### src/hw/rtl/pfb_pkg.sv
// Shared types and constants for the page framebuffer glyph blitter.
`default_nettype none

package pfb_pkg;

  // Default geometry
  localparam int unsigned DefDisplayWidth  = 128;
  localparam int unsigned DefDisplayHeight = 64;
  localparam int unsigned DefChunkBytes    = 16;
  localparam int unsigned DefBarLeft       = 40;
  localparam int unsigned DefStoreBytes    = DefDisplayWidth * ((DefDisplayHeight + 7) / 8);

  // Datapath widths fixed by the field ranges
  localparam int unsigned AluW  = 16;  // shared adder / comparator
  localparam int unsigned ColW  = 9;   // column, up to 255 + 7
  localparam int unsigned PageW = 6;   // page, up to 31 + 1
  localparam int unsigned KW    = 4;   // byte slot within a chunk read

  localparam int unsigned MaxReadCount = 16;
  localparam int unsigned PercentFull  = 100;
  localparam int unsigned BarTopGap    = 12;
  localparam logic [2:0]  GlyphLastCol = 3'd7;

  typedef enum logic [1:0] {
    OpClear = 2'd0,
    OpGlyph = 2'd1,
    OpBar   = 2'd2,
    OpRead  = 2'd3
  } pfb_op_e;

  typedef struct packed {
    logic [1:0]  command;
    logic [7:0]  x_pos;
    logic [7:0]  y_pos;
    logic [63:0] glyph_bits;
    logic [7:0]  score;
    logic [5:0]  chunk_index;
  } pfb_cmd_t;

  typedef struct packed {
    logic [7:0] data_byte;
    logic [9:0] byte_index;
    logic       last_of_chunk;
  } pfb_res_t;

  typedef struct packed {
    logic wr_en;
    logic rd_en;
  } pfb_mem_ctl_t;

endpackage

`default_nettype wire

### src/hw/rtl/pfb_alu.sv
// Shared add-and-compare unit used by the bar-extent, column, byte-address and read-address steps.
`default_nettype none

module pfb_alu (
  input  logic [pfb_pkg::AluW-1:0] a_i,
  input  logic [pfb_pkg::AluW-1:0] b_i,
  input  logic [pfb_pkg::AluW-1:0] lim_i,
  output logic [pfb_pkg::AluW-1:0] sum_o,
  output logic                     lt_o
);
  import pfb_pkg::*;

  assign sum_o = a_i + b_i;
  assign lt_o  = (sum_o < lim_i);

endmodule

`default_nettype wire

### config.mk
export PLATFORM = sky130hd
export DESIGN_NAME = pfb_alu
export DESIGN_NICKNAME = d
export VERILOG_FILES = /design/src/hw/rtl/pfb_pkg.sv /design/src/hw/rtl/pfb_alu.sv
export SDC_FILE = /design/constraint.sdc
export NUM_CORES = 1
export LEC_CHECK = 0
export BUFFER_PORTS_ARGS = -buffer_cell sky130_fd_sc_hd__buf_2
export CAP_MARGIN = 5
export CORE_MARGIN = 2
export CORE_UTILIZATION = 50
export DETAILED_ROUTE_END_ITERATION = 7
export PLACE_DENSITY = 0.91
export SLEW_MARGIN = 5
export SYNTH_ARGS = -nofsm -noshare
export SYNTH_HDL_FRONTEND = slang
export SYNTH_SLANG_ARGS = --single-unit
### constraint.sdc
create_clock -name vclk -period 4.9
set_input_delay 0.245 -clock vclk [all_inputs]
set_output_delay 0.245 -clock vclk [all_outputs]
set_load 0.05 [all_outputs]
Yosys cells after proc, flatten, opt, wreduce, memory -nomap -nowiden
Cells that the tools add are included.
Word-level totals
  bits in registers: 0
  bits of input ports: 48
  logic and storage cells: 2
Operators by class
  add/subtract/negate cells: 1
  order comparisons: 1
Operators with widths (count)
  adder 16 bit: 1
  less-than comparator 16 bit: 1

Depth between registers and ports, before layout
  depth in word-level cells: 2
  depth in mapped cells: 15

Worst setup path after synthesis
OpenSTA, ideal clock, no wires.
  kind: input to output
  start: input a_i[4] in the netlist's numbering
  end: output lt_o
  arrival: 4.042 ns
  required time: 4.655 ns
  setup slack: 0.613 ns
  cell stages on the path: 12
  cell sequence: ha_1 a21o_1 o2bb2ai_1 or2_1 a221o_1 and4_4 or4_1 ha_1 and4_1 a21oi_1 nand2_1 a31oi_1
Between the ends
  word-level cells in the longest chain between the ends: 2
RTL lines
  start: declaration: line pfb_alu.sv:5  | input logic [pfb_pkg::AluW-1:0] a_i,
  adder 16 bit: line pfb_alu.sv:13  | assign sum_o = a_i + b_i;
  net sum_o (one bit): line pfb_alu.sv:8  | output logic [pfb_pkg::AluW-1:0] sum_o,
  less-than comparator 16 bit: line pfb_alu.sv:14  | assign lt_o = (sum_o < lim_i);
  end: declaration: line pfb_alu.sv:9  | output logic lt_o
The timed path passes the listed nets, and every way through them passes these cells.

Worst setup path in the final report
  start: input a_i[4] in the netlist's numbering
  end: output lt_o
Between the ends
  word-level cells in the longest chain between the ends: 2
RTL lines (line)
  adder 16 bit: pfb_alu.sv:13
  less-than comparator 16 bit: pfb_alu.sv:14
No other way between the ends.

==> parameters.txt <==
Parameter                              Value

Finish
  Footprint of the flip-flops and latches ... 0 µm²
  Ratio of cells with drive above 1 in the final layout ... 31.1%
  Count of clock buffers in the final design ... 0
  Count of inserted antenna diode cells ... 0
  Sequential cells ... 0
  Net count of the finished layout ... 293
  Area added between synthesis and finish ... 33.0%
  Most common library cell in the layout ignoring fill and taps ... sky130_fd_sc_hd__buf_2
  Commonest cells after routing, fill and taps aside ... sky130_fd_sc_hd__buf_2, sky130_fd_sc_hd__ha_1, sky130_fd_sc_hd__inv_1
  Fillers ... 161

STA
  Maximum operating frequency ... between 200 and 300 MHz
  Post-layout min period ... 3820 ps
  Setup repair after global routing missed its margin ... false
  Summed negative setup slack over all endpoints ... 0 ps
  Final-report max-slew violation count ... 0
  Endpoints failing hold ... 0
  Final cycle utilization of the critical path ... 78.0%
  Final setup violation count ... 0
  Slew at the pin closest to its max-slew limit ... between 300 and 400 ps
  Max_slew headroom ... approximately 74%

Logic synthesis
  Post-Synthesis Cell Area ... between 0.001 and 0.0015 mm²
  Synthesized netlist net count ... roughly 230
  Sequential cell area fraction in the yosys report ... 0%
  Mean instance size in the synthesized netlist ... 7.41 µm²
  Number of instances in the synthesized netlist ... 147
  Warnings from Yosys ... 0
  Post-synth cell types ... 32

Critical path
  Crit. End Element ... output pin
  Maximum fanout count along the critical path ... 5
  Critical path class ... in -> out
  Data required time at the worst endpoint ... 4660 ps
  Critical path arrival ... 3570 ps
  CP Launch Type ... primary input
  Slowest cell on crit path ... sky130_fd_sc_hd__or4_1
  Slowest cell delay on critical path ... 530 ps
  Cell chain of the critical path ... buf_2 -> ha_1 -> a21o_1 -> o2bb2ai_1 -> or2_1 -> a221o_1 -> and4_4 -> or4_1 -> ha_1 -> and4_1 -> a21oi_1 -> nand2_1 -> a31oi_1 -> buf_2

Floorplan
  Initial Util ... 54.4%
  Number of top-level pins ... 65
  Width of the chip ... ~50 µm
  Core Box Area ... approximately 0.002 mm²
  Area of the die ... 0.00257 mm²
  Chip Height ... slightly above 50 µm
  Number of rows created at floorplan ... 16

GRT
  Number of antenna violations at the first check in global routing ... 0
  Aggregate global routing overflow ... 0
  Pin count of the biggest net entering global routing ... 10
  Number of global-route vias before repair ... 1368
  Total routing usage reported by global routing ... 25.8%
  Wire length of the first global-routing pass ... 5390 µm

Power and ir drop
  Static leakage ... just under 0.9 nW
  Design Power ... 0.000323 W
  IR Drop Worst-Case VDD ... 140 µV
  Areal power density over the cells ... 223 mW/mm²

Hold path
  Hold depth ... 3
  Worst hold-check path type ... in -> out
  Destination of the worst hold path ... sum_o[0]
  Hold Crit Start ... b_i[0]

Place
  GPL Wtd Cong ... 0.873
  Dpl hpwl ... 2830 µm
  Number of I/O port buffers ... 65

Route
  Detailed-route wire length per cell ... between 10 and 15 µm
  Ratio of routed vias to standard cells ... 5.63
  Wirelength, routed ... 3100 µm
  DRC marker count from the first detailed-route iteration ... 30
  Post-route DRC ... 0
  Final ANT Viol Nets ... 0
  Detailed-router iteration count before antenna repair ... 4
  Routed via count ... 1346

Clock network
  Post-CTS Resized ... 0
  Hold buffer count at cts ... 0
  Setup repair bufs after CTS ... 0

Run status
  Run status ... finished, final reports clean

Flow run
  Max-cap violation count ... 0
==> critical path, delay by kind of cell <==
kind            cells  cell delay (ps)
compound gates      5             1040
simple gates        5             1230
fa+ha+maj           2              650
buf+inv             2              400
==> stage by stage <==
stage               area (µm²)  worst slack, ps  instances  util, %  hold slack [ps]
global route              1450              897        239     72.4              996
finish                    1450             1080        239     72.4              971
global placement          1450             1190        239     72.4              948
detailed placement        1450             1070        239     72.4              970
CTS                       1450             1070        239     72.4              976
floorplan                 1090              613        147        -              867
==> synthesized netlist by cell type <==
cell type	number	area share (%)
sky130_fd_sc_hd__a221o_1	1	0.92
sky130_fd_sc_hd__a2111oi_0	2	1.6
sky130_fd_sc_hd__nor3_1	2	0.92
sky130_fd_sc_hd__o31ai_1	2	1.4
sky130_fd_sc_hd__a21o_1	11	7.6
sky130_fd_sc_hd__o2bb2ai_1	1	0.80
sky130_fd_sc_hd__a31oi_1	3	1.7
sky130_fd_sc_hd__a22oi_1	1	0.69
sky130_fd_sc_hd__xnor2_1	7	5.6
sky130_fd_sc_hd__nand2_1	7	2.4
sky130_fd_sc_hd__or4_1	2	1.4
sky130_fd_sc_hd__nand4_1	2	1.1
sky130_fd_sc_hd__nor2_1	6	2.1
sky130_fd_sc_hd__fa_1	1	1.8
sky130_fd_sc_hd__o211ai_1	1	0.69
sky130_fd_sc_hd__nand2b_1	3	1.7
sky130_fd_sc_hd__a41oi_1	1	0.80
sky130_fd_sc_hd__nand4b_1	1	0.80
sky130_fd_sc_hd__nor2b_1	2	1.1
sky130_fd_sc_hd__and4_4	1	1.0
sky130_fd_sc_hd__and3_1	4	2.3
sky130_fd_sc_hd__a21oi_1	12	5.5
sky130_fd_sc_hd__and4_1	1	0.80
sky130_fd_sc_hd__o21a_1	4	2.8
sky130_fd_sc_hd__xor2_1	5	4.0
sky130_fd_sc_hd__or2_1	1	0.57
sky130_fd_sc_hd__inv_1	22	7.6
sky130_fd_sc_hd__ha_1	30	34
sky130_fd_sc_hd__o21bai_1	1	0.69
sky130_fd_sc_hd__o211a_1	1	0.92
sky130_fd_sc_hd__o21ai_0	7	3.2
sky130_fd_sc_hd__nand3_1	2	0.92
==> how the worst max path moves through the flow <==
stage / cells past startpoint / start / to / slack [ps]
4_1_cts: 14 / a_i[4] / lt_o / 1070
3_5_place_dp: 14 / a_i[4] / lt_o / 1070
3_3_place_gp: 14 / a_i[4] / lt_o / 1190
5_1_grt: 15 / a_i[4] / lt_o / 900
6_report: 14 / a_i[4] / lt_o / 1080
2_1_floorplan: 12 / a_i[4] / lt_o / 610
==> cell families after synthesis <==
| family | count (synthesis) | share of synthesized area (%) |
|---|---|---|
| AO/OA/AOI/OAI | 48 | 29.3 |
| XOR/XNOR | 12 | 9.64 |
| adder cells (fa/ha/maj) | 31 | 36.3 |
| buffers and inverters | 22 | 7.58 |
| AND/OR/NAND/NOR | 34 | 17.2 |
==> routing by layer <==
layer  vias up  global-route usage [%]  share of wire [%]
li1        672                       -                  -
met1       606                    26.9                 39
met2        60                    54.6                 53
met3         8                    1.19                5.3
met4         0                    6.31                2.3
met5         -                       0                  0
==> power by group <==
group | internal [W] | switching [W] | total [W] | leakage [nW]
clock | 0 | 0 | 0 | 0
combinational | 0.000108 | 0.000215 | 0.000323 | 0.890
sequential | 0 | 0 | 0 | 0
==> layout make-up <==
| class | count | area [µm²] | share of cell area, % |
|---|---|---|---|
| tap | 27 | 33.8 | 2.33 |
| timing repair buffer | 65 | 325 | 22.5 |
| inverter | 22 | 82.6 | 5.70 |
| multi-input combinational | 125 | 1010 | 69.5 |
Note: power is estimated with default switching activity, not from simulation.
