===== config.mk =====
export PLATFORM = sky130hd
export DESIGN_NAME = pfb_ctrl
export DESIGN_NICKNAME = d
export VERILOG_FILES = /design/src/hw/rtl/pfb_pkg.sv /design/src/hw/rtl/pfb_ctrl.sv
export SDC_FILE = /design/constraint.sdc
export NUM_CORES = 1
export LEC_CHECK = 0
export BUFFER_PORTS_ARGS = -buffer_cell sky130_fd_sc_hd__buf_2
export CAP_MARGIN = 15
export CORE_UTILIZATION = 35
export CTS_CLUSTER_DIAMETER = 150
export CTS_CLUSTER_SIZE = 40
export DETAILED_ROUTE_END_ITERATION = 12
export PLACE_DENSITY = 0.58
export SYNTH_ARGS = -nofsm -noshare
export SYNTH_HDL_FRONTEND = slang
export SYNTH_SLANG_ARGS = --single-unit

===== constraint.sdc =====
create_clock -name clk_i -period 2.8 [get_ports clk_i]
set_clock_uncertainty 0.1 [all_clocks]
set_input_delay 0.42 -clock clk_i [delete_from_list [all_inputs] [get_ports clk_i]]
set_output_delay 0.42 -clock clk_i [all_outputs]
set_load 0.01 [all_outputs]

===== src/hw/rtl/pfb_pkg.sv =====
// Shared types and constants for the page framebuffer glyph blitter.
`default_nettype none

package pfb_pkg;

  // Default geometry
  localparam int unsigned DefDisplayWidth  = 128;
  localparam int unsigned DefDisplayHeight = 64;
  localparam int unsigned DefChunkBytes    = 16;
  localparam int unsigned DefBarLeft       = 40;
  localparam int unsigned DefStoreBytes    = DefDisplayWidth * ((DefDisplayHeight + 7) / 8);

  // Datapath widths fixed by the field ranges
  localparam int unsigned AluW  = 16;  // shared adder / comparator
  localparam int unsigned ColW  = 9;   // column, up to 255 + 7
  localparam int unsigned PageW = 6;   // page, up to 31 + 1
  localparam int unsigned KW    = 4;   // byte slot within a chunk read

  localparam int unsigned MaxReadCount = 16;
  localparam int unsigned PercentFull  = 100;
  localparam int unsigned BarTopGap    = 12;
  localparam logic [2:0]  GlyphLastCol = 3'd7;

  typedef enum logic [1:0] {
    OpClear = 2'd0,
    OpGlyph = 2'd1,
    OpBar   = 2'd2,
    OpRead  = 2'd3
  } pfb_op_e;

  typedef struct packed {
    logic [1:0]  command;
    logic [7:0]  x_pos;
    logic [7:0]  y_pos;
    logic [63:0] glyph_bits;
    logic [7:0]  score;
    logic [5:0]  chunk_index;
  } pfb_cmd_t;

  typedef struct packed {
    logic [7:0] data_byte;
    logic [9:0] byte_index;
    logic       last_of_chunk;
  } pfb_res_t;

  typedef struct packed {
    logic wr_en;
    logic rd_en;
  } pfb_mem_ctl_t;

endpackage

`default_nettype wire


===== src/hw/rtl/pfb_ctrl.sv =====
// Sequencer: clear sweep, glyph and bar read-modify-write, chunk readout.
`default_nettype none

module pfb_ctrl #(
  parameter  int unsigned DISPLAY_WIDTH  = pfb_pkg::DefDisplayWidth,
  parameter  int unsigned DISPLAY_HEIGHT = pfb_pkg::DefDisplayHeight,
  parameter  int unsigned CHUNK_BYTES    = pfb_pkg::DefChunkBytes,
  parameter  int unsigned BAR_LEFT       = pfb_pkg::DefBarLeft,
  localparam int unsigned AddrW = $clog2(DISPLAY_WIDTH * ((DISPLAY_HEIGHT + 7) / 8))
) (
  input  logic                      clk_i,
  input  logic                      rst_ni,
  input  logic                      start_i,
  output logic                      busy_o,
  input  pfb_pkg::pfb_cmd_t         cmd_i,
  output logic [pfb_pkg::AluW-1:0]  alu_a_o,
  output logic [pfb_pkg::AluW-1:0]  alu_b_o,
  output logic [pfb_pkg::AluW-1:0]  alu_lim_o,
  input  logic [pfb_pkg::AluW-1:0]  alu_sum_i,
  input  logic                      alu_lt_i,
  output pfb_pkg::pfb_mem_ctl_t     mem_ctl_o,
  output logic [AddrW-1:0]          mem_waddr_o,
  output logic [7:0]                mem_wdata_o,
  output logic [AddrW-1:0]          mem_raddr_o,
  input  logic [7:0]                mem_rdata_i,
  output logic                      result_valid_o,
  output pfb_pkg::pfb_res_t         res_o
);
  import pfb_pkg::*;

  localparam int unsigned PageCount  = (DISPLAY_HEIGHT + 7) / 8;
  localparam int unsigned StoreBytes = DISPLAY_WIDTH * PageCount;
  localparam int unsigned ReadCount  = (CHUNK_BYTES > MaxReadCount) ? MaxReadCount : CHUNK_BYTES;
  localparam int unsigned BarTop     = DISPLAY_HEIGHT - BarTopGap;

  localparam logic [PageW-1:0] BarPage   = PageW'(BarTop / 8);
  localparam logic [2:0]       BarShift  = 3'(BarTop % 8);
  localparam logic [ColW-1:0]  BarLeftW  = ColW'(BAR_LEFT);
  localparam logic [8:0]       HeightW   = 9'(DISPLAY_HEIGHT);
  localparam logic [AluW-1:0]  WidthW    = AluW'(DISPLAY_WIDTH);
  localparam logic [AluW-1:0]  StoreW    = AluW'(StoreBytes);
  localparam logic [AluW-1:0]  BarSpanW  = AluW'(DISPLAY_WIDTH - 2);
  localparam logic [AluW-1:0]  PctW      = AluW'(PercentFull);
  localparam logic [AluW-1:0]  ChunkW    = AluW'(CHUNK_BYTES);
  localparam logic [AddrW-1:0] ClrLast   = AddrW'(StoreBytes - 1);
  localparam logic [KW-1:0]    LastK     = KW'(ReadCount - 1);

  typedef enum logic [2:0] {
    StClear,
    StIdle,
    StBarChk,
    StCol,
    StByte,
    StWrite,
    StRdIssue,
    StRdOut
  } state_e;

  state_e              state_q;
  pfb_op_e             op_q;
  logic [ColW-1:0]     colbase_q;
  logic [PageW-1:0]    page0_q;
  logic [2:0]          sh_q;
  logic [63:0]         glyph_q;
  logic [AluW-1:0]     plim_q;
  logic [AluW-1:0]     acc_q;
  logic [AluW-1:0]     base_q;
  logic [ColW-1:0]     cnt_q;
  logic                half_q;
  logic [ColW-1:0]     col_q;
  logic [AddrW-1:0]    addr_q;
  logic [7:0]          mask_q;
  logic [7:0]          val_q;
  logic [AddrW-1:0]    clr_q;
  logic [KW-1:0]       k_q;
  logic [9:0]          idx_q;
  logic                inr_q;

  logic [7:0]          colbits;
  logic [15:0]         m16;
  logic [15:0]         v16;
  logic [PageW-1:0]    page;
  logic [7:0]          rowmask;
  logic [7:0]          m8;
  logic [7:0]          v8;
  logic [AluW-1:0]     page_base;
  logic [6:0]          pct;
  logic [AluW-1:0]     plim_start;
  logic [AluW-1:0]     base_start;
  state_e              col_next;
  logic                accept;

  assign accept = start_i && (state_q == StIdle);

  // Column slice of the glyph (or a full bar column), shifted into the two pages it may touch
  always_comb begin
    for (int r = 0; r < 8; r++) begin
      colbits[r] = glyph_q[{3'(r), cnt_q[2:0]}];
    end
    m16 = 16'h00FF << sh_q;
    v16 = ((op_q == OpGlyph) ? {8'h00, colbits} : 16'h00FF) << sh_q;
    page = page0_q + PageW'(half_q);
    for (int k = 0; k < 8; k++) begin
      rowmask[k] = ({page, 3'(k)} < HeightW);
    end
    m8 = (half_q ? m16[15:8] : m16[7:0]) & rowmask;
    v8 = (half_q ? v16[15:8] : v16[7:0]) & m8;
    page_base = AluW'(page) * WidthW;
  end

  always_comb begin
    pct        = (cmd_i.score > 8'(PercentFull)) ? 7'(PercentFull) : cmd_i.score[6:0];
    plim_start = AluW'(pct) * BarSpanW + AluW'(1);
    base_start = AluW'(cmd_i.chunk_index) * ChunkW;
    if (op_q == OpBar) begin
      col_next = StBarChk;
    end else if (cnt_q[2:0] == GlyphLastCol) begin
      col_next = StIdle;
    end else begin
      col_next = StCol;
    end
  end

  // Shared unit operands
  always_comb begin
    unique case (state_q)
      StBarChk: begin
        alu_a_o   = acc_q;
        alu_b_o   = PctW;
        alu_lim_o = plim_q;
      end
      StCol: begin
        alu_a_o   = AluW'(colbase_q);
        alu_b_o   = AluW'(cnt_q);
        alu_lim_o = WidthW;
      end
      StByte: begin
        alu_a_o   = page_base;
        alu_b_o   = AluW'(col_q);
        alu_lim_o = '0;
      end
      StRdIssue: begin
        alu_a_o   = base_q;
        alu_b_o   = AluW'(k_q);
        alu_lim_o = StoreW;
      end
      default: begin
        alu_a_o   = '0;
        alu_b_o   = '0;
        alu_lim_o = '0;
      end
    endcase
  end

  always_comb begin
    mem_ctl_o.wr_en = (state_q == StClear) || (state_q == StWrite);
    mem_ctl_o.rd_en = ((state_q == StByte) && (m8 != 8'h00)) ||
                      ((state_q == StRdIssue) && alu_lt_i);
    mem_waddr_o     = (state_q == StClear) ? clr_q : addr_q;
    mem_wdata_o     = (state_q == StClear) ? 8'h00 : ((mem_rdata_i & ~mask_q) | val_q);
    mem_raddr_o     = alu_sum_i[AddrW-1:0];
  end

  always_ff @(posedge clk_i or negedge rst_ni) begin
    if (!rst_ni) begin
      state_q   <= StClear;
      op_q      <= OpClear;
      colbase_q <= '0;
      page0_q   <= '0;
      sh_q      <= '0;
      glyph_q   <= '0;
      plim_q    <= '0;
      acc_q     <= '0;
      base_q    <= '0;
      cnt_q     <= '0;
      half_q    <= 1'b0;
      col_q     <= '0;
      addr_q    <= '0;
      mask_q    <= '0;
      val_q     <= '0;
      clr_q     <= '0;
      k_q       <= '0;
      idx_q     <= '0;
      inr_q     <= 1'b0;
    end else begin
      unique case (state_q)
        StClear: begin
          if (clr_q == ClrLast) begin
            state_q <= StIdle;
          end else begin
            clr_q <= clr_q + AddrW'(1);
          end
        end
        StIdle: begin
          if (accept) begin
            op_q  <= pfb_op_e'(cmd_i.command);
            cnt_q <= '0;
            unique case (pfb_op_e'(cmd_i.command))
              OpClear: begin
                clr_q   <= '0;
                state_q <= StClear;
              end
              OpGlyph: begin
                colbase_q <= ColW'(cmd_i.x_pos);
                page0_q   <= PageW'(cmd_i.y_pos[7:3]);
                sh_q      <= cmd_i.y_pos[2:0];
                glyph_q   <= cmd_i.glyph_bits;
                state_q   <= StCol;
              end
              OpBar: begin
                colbase_q <= BarLeftW;
                page0_q   <= BarPage;
                sh_q      <= BarShift;
                plim_q    <= plim_start;
                acc_q     <= '0;
                state_q   <= StBarChk;
              end
              OpRead: begin
                base_q  <= base_start;
                k_q     <= '0;
                state_q <= StRdIssue;
              end
              default: state_q <= StIdle;
            endcase
          end
        end
        StBarChk: begin
          // Column c is in the bar while (c+1)*100 <= pct*(width-2)
          if (alu_lt_i) begin
            acc_q   <= alu_sum_i;
            state_q <= StCol;
          end else begin
            state_q <= StIdle;
          end
        end
        StCol: begin
          if (alu_lt_i) begin
            col_q   <= alu_sum_i[ColW-1:0];
            half_q  <= 1'b0;
            state_q <= StByte;
          end else begin
            state_q <= StIdle;
          end
        end
        StByte: begin
          if (m8 != 8'h00) begin
            addr_q  <= alu_sum_i[AddrW-1:0];
            mask_q  <= m8;
            val_q   <= v8;
            state_q <= StWrite;
          end else if (!half_q) begin
            half_q <= 1'b1;
          end else begin
            cnt_q   <= cnt_q + ColW'(1);
            state_q <= col_next;
          end
        end
        StWrite: begin
          if (!half_q) begin
            half_q  <= 1'b1;
            state_q <= StByte;
          end else begin
            cnt_q   <= cnt_q + ColW'(1);
            state_q <= col_next;
          end
        end
        StRdIssue: begin
          idx_q   <= alu_sum_i[9:0];
          inr_q   <= alu_lt_i;
          state_q <= StRdOut;
        end
        StRdOut: begin
          k_q <= k_q + KW'(1);
          state_q <= (k_q == LastK) ? StIdle : StRdIssue;
        end
        default: state_q <= StIdle;
      endcase
    end
  end

  assign busy_o               = (state_q != StIdle);
  assign result_valid_o       = (state_q == StRdOut);
  assign res_o.data_byte      = inr_q ? mem_rdata_i : 8'h00;
  assign res_o.byte_index     = idx_q;
  assign res_o.last_of_chunk  = result_valid_o && (k_q == LastK);

  a_beat_gap: assert property (@(posedge clk_i) disable iff (!rst_ni)
    result_valid_o |=> !result_valid_o)
    else $error("result beats back to back");

  a_no_rw_clash: assert property (@(posedge clk_i) disable iff (!rst_ni)
    !(mem_ctl_o.wr_en && mem_ctl_o.rd_en))
    else $error("read and write in one cycle");

  a_wr_after_rd: assert property (@(posedge clk_i) disable iff (!rst_ni)
    (state_q == StWrite) |-> $past(mem_ctl_o.rd_en))
    else $error("merge write without preceding read");

  a_accept_quiet: assert property (@(posedge clk_i) disable iff (!rst_ni)
    (start_i && !busy_o) |=> !result_valid_o)
    else $error("result beat right after accept");

  a_waddr_range: assert property (@(posedge clk_i) disable iff (!rst_ni)
    mem_ctl_o.wr_en |-> (int'(mem_waddr_o) < StoreBytes))
    else $error("write beyond framebuffer");

endmodule

`default_nettype wire


# Word-level counts from Yosys, hierarchy flattened
# Index checks and enable logic that the tools add are counted.
[classes]
addsub = 5
mul = 1
n_lt_le_gt_ge = 17
n_eq_ne = 26
shifts = 2
n_mux = 59
n_bitwise = 5
n_reduce_logical = 28
[ops]
columns = ["operator", "count"]
rows = [
  ["$lt A9 B7 Y1 const B", 8],
  ["$pmux W16 S4", 1],
  ["$mux W16", 3],
  ["$pmux W16 S3", 1],
  ["$mux W10", 4],
  ["$mux W8", 5],
  ["$pmux W9 S4", 1],
  ["$pmux W16 S2", 1],
  ["$lt A6 B7 Y1 const B", 4],
  ["$mux W9", 3],
  ["$pmux W9 S3", 1],
  ["$and A8 B8 Y8", 3],
  ["$bmux W1 S3", 8],
  ["$pmux W3 S8", 1],
  ["$reduce_and A3 Y1", 8],
  ["$mux W3", 7],
  ["$pmux W10 S2", 1],
  ["$pmux W9 S2", 1],
  ["$shl A8 B3 Y16", 1],
  ["$shl A8 B3 Y16 const A", 1],
  ["$add A14 B1 Y15 const B", 1],
  ["$eq A3 B3 Y1 const B", 5],
  ["$lt A5 B7 Y1 const B", 2],
  ["$mul A7 B6 Y13 const B", 1],
  ["other kinds (37)", 71],
]
[totals]
reg_bits = 195
wordCells = 162

# Logic depth before layout (Yosys ltp)
# Gate-level depths: netlist of run 1.
[logic_depth]
depth_word = 6
ltp_mapped = 18
mapped_depth_nobuf = 18

# Least setup slack after synthesis of run 1
# No wires, ideal clock.
[synth_timing]
kind = "input port to flip-flop"
from = "in cmd_i[7] (netlist name)"
to = "reg plim_q[10]"
t_arrival_ns = 4.268
required_ns = 2.605
slack_ns = -1.664
stages = 17
path_buffers = 0
path_cell_list = "o21ai_0 -> nand2_1 -> a31oi_1 -> nand2_1 -> inv_1 -> fa_1 -> fa_1 -> inv_1 -> fa_1 -> inv_1 -> ha_1 -> nor2b_1 -> o21a_1 -> o21a_1 -> o21a_1 -> o21a_1 -> o31ai_1"
[synth_via]
elab_chain_len = 4
[synth_rtl]
columns = ["item", "line_no", "text"]
rows = [
  ["from (decl)", "pfb_ctrl.sv:15", "input pfb_pkg::pfb_cmd_t cmd_i,"],
  ["$gt A8 B7 Y1", "pfb_ctrl.sv:112", "pct = (cmd_i.score > 8'(PercentFull)) ? 7'(PercentFull) : cmd_i.score[6:0];"],
  ["$mux W7 *", "pfb_ctrl.sv:112", ""],
  ["$mul A7 B6 Y13 *", "pfb_ctrl.sv:113", "plim_start = AluW'(pct) * BarSpanW + AluW'(1);"],
  ["$add A14 B1 Y15 *", "pfb_ctrl.sv:113", ""],
  ["to (signal assigned)", "pfb_ctrl.sv:214", "plim_q <= plim_start;"],
  ["to (decl)", "pfb_ctrl.sv:65", "logic [AluW-1:0] plim_q;"],
]
# Mark *: on every way between the ends. The rest lies on a longest branch, timed or not.
# A chain may end at the register's enable or synchronous reset.

# Worst setup path after layout of run 1
# Ends and elaborated chain as after synthesis.

==> results of run 1 <==
==> state kept, by name, indices dropped and copies added, names as in the netlist <==
| name | flops |
|---|---|
| sh_q | 3 |
| col_q | 9 |
| clr_q | 10 |
| addr_q | 10 |
| state_q | 3 |
| cnt_q | 9 |
| idx_q | 10 |
| acc_q | 16 |
| op_q | 2 |
| k_q | 4 |
| page0_q | 5 |
| mask_q | 8 |
| inr_q | 1 |
| glyph_q | 64 |
| base_q | 6 |
| val_q | 8 |
| colbase_q | 8 |
| half_q | 1 |
| plim_q | 14 |
==> cells in the mapped netlist, types with 14 or more instances <==
| library cell | n | area (µm²) |
|---|---|---|
| sky130_fd_sc_hd__nand2_1 | 189 | 709 |
| sky130_fd_sc_hd__nor2_1 | 55 | 206 |
| sky130_fd_sc_hd__a22o_1 | 17 | 149 |
| sky130_fd_sc_hd__o21ai_0 | 81 | 405 |
| sky130_fd_sc_hd__and2_1 | 28 | 175 |
| sky130_fd_sc_hd__mux2_2 | 101 | 1140 |
| sky130_fd_sc_hd__buf_4 | 19 | 143 |
| sky130_fd_sc_hd__nand3_1 | 25 | 125 |
| sky130_fd_sc_hd__dfrtp_1 | 191 | 4780 |
| sky130_fd_sc_hd__inv_1 | 53 | 199 |
| sky130_fd_sc_hd__nand2b_1 | 19 | 119 |
| sky130_fd_sc_hd__fa_1 | 14 | 280 |
| sky130_fd_sc_hd__mux2i_1 | 29 | 290 |
| sky130_fd_sc_hd__a21oi_1 | 31 | 155 |
| sky130_fd_sc_hd__ha_1 | 33 | 413 |
| sky130_fd_sc_hd__clkbuf_1 | 43 | 161 |
==> layout make-up <==
type | count | area, µm² | share of cell area, %
multi-input cells | 791 | 5740 | 42.0
flip-flops and latches | 191 | 4780 | 35.0
repair buffers | 294 | 1800 | 13.2
well taps | 396 | 495 | 3.63
clock buffers | 18 | 439 | 3.22
inverters | 54 | 203 | 1.49
clock inverters | 14 | 195 | 1.43
diodes | 1 | 2.50 | 0.0183
==> path summary, 6_finish.rpt <==
| path | startpoint | to |
|---|---|---|
| worst max register to register | cnt_q[0]$_DFFE_PN0P_ | val_q[1]$_DFFE_PN0P_ |
| max in group asynchronous | rst_ni | idx_q[6]$_DFFE_PN0P_ |
| worst max-delay path | cmd_i[7] | plim_q[10]$_DFFE_PN0P_ |
| worst min-delay path | cmd_i[27] | glyph_q[13]$_DFFE_PN0P_ |
| min in group asynchronous | rst_ni | glyph_q[6]$_DFFE_PN0P_ |
| worst min register to register | plim_q[1]$_DFFE_PN0P_ | plim_q[1]$_DFFE_PN0P_ |
==> kinds of logic after synthesis <==
| logic type | count (synthesis) | share of synthesized area (%) |
|---|---|---|
| AO/OA/AOI/OAI | 196 | 11.4 |
| XOR/XNOR | 21 | 1.70 |
| adder cells (fa/ha/maj) | 47 | 6.39 |
| buffers and inverters | 129 | 5.41 |
| flip-flops | 191 | 44.1 |
| multiplexers | 139 | 14.9 |
| other | 1 | 0.0346 |
| AND/OR/NAND/NOR | 379 | 16.0 |
==> per-layer routing <==
metal,vias to the layer above,global-route usage (%),routed length (µm)
met5,-,0,31
met4,4,5.63,571
met3,36,3.20,1150
met2,212,29.8,13700
met1,4206,27.0,13900
li1,4285,-,-
==> report_power, final <==
part           switching [mW]  internal, mW  total [mW]
sequential              0.741          3.96        4.70
clock                    1.17          1.47        2.64
combinational            3.23          2.78        6.01
total                    5.14          8.21        13.3
==> critical path: cells and delay by family <==
family | cells | cell delay, ns
adder cells (fa/ha/maj) | 4 | 1.69
AO/OA/AOI/OAI | 7 | 1.29
buffers and inverters | 4 | 0.28
AND/OR/NAND/NOR | 3 | 0.32
==> cell usage in the layout, fill, tap and decap left out, types with 5 or more instances in the layout <==
master	netlist	final
sky130_fd_sc_hd__nand2b_1	19	18
sky130_fd_sc_hd__nor3b_1	6	5
sky130_fd_sc_hd__mux2i_1	29	29
sky130_fd_sc_hd__nand2_2	0	6
sky130_fd_sc_hd__nand2_1	189	183
sky130_fd_sc_hd__conb_1	1	9
sky130_fd_sc_hd__a22o_1	17	17
sky130_fd_sc_hd__nor2_1	55	53
sky130_fd_sc_hd__a22oi_1	10	10
sky130_fd_sc_hd__buf_6	1	7
sky130_fd_sc_hd__xor2_1	8	7
sky130_fd_sc_hd__inv_1	53	43
sky130_fd_sc_hd__mux2_2	101	100
sky130_fd_sc_hd__buf_4	19	69
sky130_fd_sc_hd__nand3_1	25	22
sky130_fd_sc_hd__nor2b_1	13	10
sky130_fd_sc_hd__o21ai_0	81	72
sky130_fd_sc_hd__o21a_1	6	6
sky130_fd_sc_hd__ha_1	33	29
sky130_fd_sc_hd__xnor2_1	13	12
sky130_fd_sc_hd__a31oi_1	7	6
sky130_fd_sc_hd__fa_1	14	14
sky130_fd_sc_hd__mux4_2	5	5
sky130_fd_sc_hd__a21oi_1	31	29
sky130_fd_sc_hd__nor3_1	10	8
sky130_fd_sc_hd__inv_2	0	10
sky130_fd_sc_hd__and3_1	8	8
sky130_fd_sc_hd__clkbuf_16	0	17
sky130_fd_sc_hd__buf_2	6	209
sky130_fd_sc_hd__nand4_1	13	13
sky130_fd_sc_hd__o21ai_1	0	7
sky130_fd_sc_hd__dfrtp_1	191	190
sky130_fd_sc_hd__buf_12	1	5
sky130_fd_sc_hd__and2_1	28	28
==> metrics by stage <==
step                      setup TNS (ns)  hold WS (ns)  area [µm²]  power (mW)
final                              -5.74         0.111       13600        13.3
after global routing               -6.85        0.0817       13600        14.3
after CTS                          -5.48        0.0873       13500        13.2
after detailed placement          -10.63         0.322       12700        10.4
after global placement            -10.04         0.316       12700        10.3
after floorplan                    -7.93        0.0244       10900        8.36
==> timing repair <==
item,in CTS,in global routing
buffers inserted,3,7
setup endpoints to repair,13,39
gates cloned,0,0
hold buffers,1,0
pin swaps,29,28
resized for setup,23,29
endpoints found under the hold margin,51,0
==> reports/summary.log, run 1 <==
[synth] fraction of registers with async set/reset 100%
[layout] final-stage net count 1520
[synth] average size of a mapped cell 9.83 µm²
[clock_tree] H-Tree Level Count 4
[setup_path] Startpoint Class input pin
[detailed_routing] DRC violations left 0
[worst_hold_path] worst min-delay path category in -> reg
[sta] upper clock frequency limit 0.267 GHz
[setup_path] Register-to-Register Path Depth 7
[detailed_routing] detail-routed net length per standard cell 16.7 µm
[detailed_routing] post-detailed-routing wire length 29400 µm
[layout] fraction of layout instances using a drive strength above 1 35.2%
[place] global placement routability congestion 0.831
[clock_tree] clock buffers created by TritonCTS 17
[run_status] result of the run complete, but fails checks
[sta] worst rel slew slack 58.9%
[sta] number of failing setup endpoints in the final timing report 8
[die] die height 178 µm
[clock_tree] Clock Latency Late Sink 0.44 ns
[sta] min Tclk post-route 3.75 ns
[grt] wire length of the first global-routing pass 46700 µm
[setup_path] arrival time at the worst endpoint 4.00 ns
[setup_path] maximum cell stage delay along the critical path 0.52 ns
[detailed_routing] post-detailed-route count of antenna-violating nets 0
[layout] total of fill cells in the finished design 3008
[grt] global-route congestion overflow total 0
[power_and_ir_drop] maximum vdd ir drop 0.000436 V
[sta] Worst Setup Slack, final -0.952 ns
[die] Die X 178 µm
[power_and_ir_drop] leakage component of the power 6.53 nW
[synth] count of mapped cells out of synthesis 1103
[place] pre-CTS WS -1.48 ns
[detailed_routing] vias per cell 4.97
[die] total core area 0.0305 mm²
[layout] non-filler instance count after layout 1759
[setup_path] crit end category flip-flop
[sta] Worst Tran Pin Value 0.615 ns
[synth] number of synthesis warnings 0
[detailed_routing] number of DRC markers after the initial detailed-route iteration 561
[setup_path] Worst Path Max Fanout 3
[clock_tree] maximum clock insertion buffer count 2
[job] Max Cap Viol 0
[layout] final core utilization 44.7%
[sta] RSZ-0062 raised after global routing yes
[synth] cell area after synthesis 0.0108 mm²
[die] placement row count 64
[synth] flip-flop and latch count after synthesis 191
[synth] leading register cell type out of synthesis sky130_fd_sc_hd__dfrtp_1
[grt] overall track demand over capacity in global routing 19.1%
[sta] final hold viol count 0
[detailed_routing] vias after detailed routing 8743
[synth] post-synth cell types 62
[place] Port Buf Inserts 213
[place] post-detail-place hpwl 21800 µm
[clock_tree] clock sink count 191
[die] full die area 0.0317 mm²
[grt] largest net degree at the start of global routing 91
[setup_path] crit path cell chain buf_8 > o21ai_4 > nand2_2 > a31oi_4 > nand2_2 > inv_2 > fa_1 > fa_1 > inv_1 > fa_1 > inv_2 > ha_4 > nor2b_4 > o21a_1 > o21a_1 > o21a_1 > o21a_1 > o31ai_1
[grt] vias in the first global route 8635
[sta] Final Slew Violations 0
[die] number of top-level pins 223
[worst_hold_path] instance count along the most critical hold path 2
[setup_path] classification of the worst setup path in -> reg
[synth] number of enable-type register cells in the synthesized netlist 0
[die] starting density of the core 35.5%
[synth] sequential element share of the synthesized area 44.1%
[place] Placed Cells 1716
[run_status] failing checks negative setup slack
[layout] area growth from synthesis to layout 25.9%
[setup_path] Worst path most repeated cell sky130_fd_sc_hd__o21a_1
[clock_tree] clock-pin slew of the registers on the worst-case setup and hold paths 0.07 ns
[clock_tree] clock root cell sky130_fd_sc_hd__clkbuf_16
[setup_path] reg-to-reg setup timing slack 0.12 ns
[detailed_routing] number of iterations in the first detailed-routing pass 5
[clock_tree] CTS tree yes
[setup_path] Slowest-stage cell, CP sky130_fd_sc_hd__fa_1
[power_and_ir_drop] power per unit of standard cell area 978 mW/mm²
[sta] final worst-path cycle share 134%
[grt] initial antenna violation count 3
[setup_path] required time of the critical path 3.05 ns
(Power assumes the default switching activity.)
==> run 2, diff against run 1 <==
--- a/config.mk
+++ b/config.mk
@@ -11,7 +11,9 @@
 export CTS_CLUSTER_DIAMETER = 150
 export CTS_CLUSTER_SIZE = 40
 export DETAILED_ROUTE_END_ITERATION = 12
+export GPL_TIMING_DRIVEN = 0
 export PLACE_DENSITY = 0.58
+export SKIP_LAST_GASP = 1
 export SYNTH_ARGS = -nofsm -noshare
 export SYNTH_HDL_FRONTEND = slang
 export SYNTH_SLANG_ARGS = --single-unit
==> run 2 against run 1 <==
Effect of this change: the run still ends with negative setup slack left; non-clock buffer count grew 16; setup slack got worse by 0.024 ns; die area unchanged; clock power fell by 5%; combinational power fell by 0.7%.
==> reports/summary.log, run 2 (synthesis results as in run 1) <==
[layout] most frequent standard cell in the layout excluding fill and tap cells sky130_fd_sc_hd__buf_2
[detailed_routing] number of iterations in the first detailed-routing pass 5 [unchanged]
[power_and_ir_drop] switching power of the nets 5.17 mW [+0.48%]
[layout] sequential cell area 0.00478 mm² [about the same]
[sta] hold slack final 0.110 ns [-0.00112 ns]
[place] global placement routability congestion 0.856 [+2.9%]
[detailed_routing] post-detailed-routing wire length 30700 µm [+4.5%]
[grt] largest net degree at the start of global routing 115 [+26%]
[power_and_ir_drop] switching portion of total power 39.2% [+0.65 points]
[detailed_routing] vias after detailed routing 9009 [+3.0%]
[setup_path] crit end category flip-flop
[grt] initial antenna violation count 8 [+5]
[clock_tree] Clock Latency Late Sink 0.44 ns [about the same]
[sta] worst rel slew slack 45.1% [-14 points]
[die] total core area 0.0305 mm² [unchanged]
[worst_hold_path] beginning of the worst hold path cmd_i[29]
[setup_path] Startpoint Class input pin
[sta] min Tclk post-route 3.78 ns [+0.0238 ns]
[setup_path] startpoint of the lowest-slack register-to-register path state_q[1]$_DFFE_PN0P_
[sta] final hold viol count 0 [unchanged]
[die] placement row count 64 [unchanged]
[clock_tree] maximum clock insertion buffer count 2 [unchanged]
[job] Max Cap Viol 0 [unchanged]
[sta] RSZ-0062 raised after global routing yes
[power_and_ir_drop] proportion of power drawn by flip-flops and latches 35.8% [+0.6 points]
[die] die height 178 µm [unchanged]
[power_and_ir_drop] Power Internal 8.02 mW [-2.2%]
[layout] fraction of layout instances using a drive strength above 1 34.5% [-0.63 points]
[sta] Worst Setup Slack, final -0.975 ns [-0.0238 ns]
[layout] final-stage net count 1536 [+1.1%]
[layout] most frequent cells in the layout sky130_fd_sc_hd__buf_2, sky130_fd_sc_hd__dfrtp_1, sky130_fd_sc_hd__nand2_1, sky130_fd_sc_hd__mux2_2, sky130_fd_sc_hd__o21ai_0
[die] full die area 0.0317 mm² [unchanged]
[sta] final worst-path cycle share 135% [+0.85 points]
[sta] number of failing setup endpoints in the final timing report 9 [+1]
[power_and_ir_drop] fraction of power consumed by combinational cells 45.2% [+0.2 points]
[power_and_ir_drop] Power, Total 13.2 mW [-1.2%]
[clock_tree] clock-pin slew of the registers on the worst-case setup and hold paths 0.07 ns [about the same]
[setup_path] classification of the worst setup path in -> reg
[setup_path] Worst Path Max Fanout 3 [unchanged]
[detailed_routing] DRC violations left 0 [unchanged]
[power_and_ir_drop] share of total power in the clock network 19.0% [-0.8 points]
[power_and_ir_drop] leakage component of the power 6.49 nW [-0.64%]
[run_status] failing checks negative setup slack
[clock_tree] clock root cell sky130_fd_sc_hd__clkbuf_16
[detailed_routing] post-detailed-route count of antenna-violating nets 0 [unchanged]
[layout] register with the highest flop count glyph_q
[grt] vias in the first global route 8858 [+2.6%]
[detailed_routing] number of DRC markers after the initial detailed-route iteration 533 [-5.0%]
[power_and_ir_drop] power per unit of standard cell area 967 mW/mm² [-1.1%]
[clock_tree] CTS tree yes
[sta] Final Slew Violations 0 [unchanged]
[setup_path] reg-to-reg setup timing slack 0.04 ns [-0.08 ns]
[die] Die X 178 µm [unchanged]
[layout] largest registers in the final layout glyph_q (64), acc_q (16), plim_q (14)
[worst_hold_path] endpoint with the worst hold slack glyph_q[15]$_DFFE_PN0P_
[detailed_routing] detail-routed net length per standard cell 17.2 µm [+3.2%]
[clock_tree] clock sink count 191 [unchanged]
[place] post-detail-place hpwl 23100 µm [+6.0%]
[layout] total of fill cells in the finished design 3015 [+0.23%]
[setup_path] arrival time at the worst endpoint 4.02 ns [+0.02 ns]
[layout] Multi-input gate area 0.00580 mm² [+1.2%]
[die] starting density of the core 35.5% [unchanged]
[setup_path] Register-to-Register Path Depth 9 [+2]
[grt] wire length of the first global-routing pass 47800 µm [+2.4%]
[die] number of top-level pins 223 [unchanged]
[worst_hold_path] worst min-delay path category in -> reg
[worst_hold_path] instance count along the most critical hold path 2 [unchanged]
[setup_path] capture instance of the worst register-to-register path plim_q[12]$_DFFE_PN0P_
[clock_tree] clock buffers created by TritonCTS 17 [unchanged]
[layout] number of flip-flops under the largest register name 64 [unchanged]
[place] pre-CTS WS -1.64 ns [-0.158 ns]
[layout] area growth from synthesis to layout 25.7%
[sta] Worst Tran Pin Value 0.814 ns [+0.199 ns]
[detailed_routing] vias per cell 5.06 [+1.8%]
[grt] global-route congestion overflow total 0 [unchanged]
[place] Port Buf Inserts 213 [unchanged]
[run_status] result of the run complete, but fails checks
[power_and_ir_drop] maximum vdd ir drop 0.000412 V [-5.6%]
[setup_path] required time of the critical path 3.05 ns [about the same]
[grt] overall track demand over capacity in global routing 19.8% [+0.74 points]
[sta] upper clock frequency limit 0.265 GHz [-0.63%]
[clock_tree] H-Tree Level Count 4 [unchanged]
[run 2: cell type report]
| type | count | share of cell area (%) |
|---|---|---|
| multi-input cells | 791 | 42.6 |
| flip-flops and latches | 191 | 35.1 |
| well taps | 396 | 3.63 |
| inverters | 54 | 1.49 |
| repair buffers | 238 | 9.64 |
| diodes | 6 | 0.110 |
| clock buffers | 19 | 3.25 |
| plain buffers | 72 | 3.14 |
| clock inverters | 13 | 1.12 |
[run 2: timing repair]
item                                   CTS  global route
buffers inserted                        21             2
setup endpoints to repair              158           133
endpoints found under the hold margin   77             0
hold buffers                             1             0
resized for setup                       53            46
pin swaps                               30            11
[run 2: worst max-delay path, stage by stage]
cell and delay, ns:
sky130_fd_sc_hd__buf_8 0.10, sky130_fd_sc_hd__o21ai_4 0.13, sky130_fd_sc_hd__nand2_2 0.08, sky130_fd_sc_hd__a31oi_4 0.21, sky130_fd_sc_hd__nand2_2 0.12, sky130_fd_sc_hd__inv_2 0.08, sky130_fd_sc_hd__fa_1 0.45, sky130_fd_sc_hd__fa_1 0.53
sky130_fd_sc_hd__inv_2 0.04, sky130_fd_sc_hd__fa_1 0.51, sky130_fd_sc_hd__inv_2 0.04, sky130_fd_sc_hd__ha_4 0.21, sky130_fd_sc_hd__nor2b_4 0.12, sky130_fd_sc_hd__o21a_1 0.19, sky130_fd_sc_hd__o21a_1 0.20, sky130_fd_sc_hd__o21a_1 0.20
sky130_fd_sc_hd__o21a_1 0.19, sky130_fd_sc_hd__o31ai_1 0.21
[run 2: worst max-delay path by stage]
stage	end	start	slack, ns	cells past startpoint
after floorplan	plim_q[10]$_DFFE_PN0P_	cmd_i[7]	-1.23	17
after global placement	addr_q[6]$_DFFE_PN0P_	rst_ni	-2.16	1
after detailed placement	plim_q[12]$_DFFE_PN0P_	cmd_i[7]	-1.64	18
after CTS	plim_q[12]$_DFFE_PN0P_	cmd_i[6]	-0.95	18
after global routing	plim_q[10]$_DFFE_PN0P_	cmd_i[6]	-1.09	18
final	plim_q[10]$_DFFE_PN0P_	cmd_i[6]	-0.98	18
[run 2: per-stage QoR]
stage / setup TNS, ns / util [%] / instance area [µm²] / instances
floorplan: -7.93 / - / 10900 / 1111
global placement: -423.53 / 40.9 / 12500 / 1720
detailed placement: -19.34 / 41.0 / 12500 / 1721
CTS: -5.93 / 44.3 / 13500 / 1774
global route: -7.55 / 44.7 / 13600 / 1777
finish: -6.30 / 44.7 / 13600 / 1780
[run 2: per-layer routing]
| layer | vias up | wire (µm) | global-route usage, % |
|---|---|---|---|
| met5 | - | 23 | 0 |
| met4 | 4 | 871 | 7.55 |
| met3 | 49 | 1560 | 3.94 |
| met2 | 245 | 14500 | 31.6 |
| met1 | 4391 | 13700 | 26.5 |
| li1 | 4320 | - | - |
[run 2: power by group through the flow]
stage	Sequential, mW	Clock [mW]	Combinational (mW)
finish	4.72	2.51	5.97
global route	4.87	2.69	6.60
CTS	4.67	2.57	5.91
detailed placement	4.70	0	5.52
global placement	4.67	0	5.42
floorplan	4.50	0	3.86
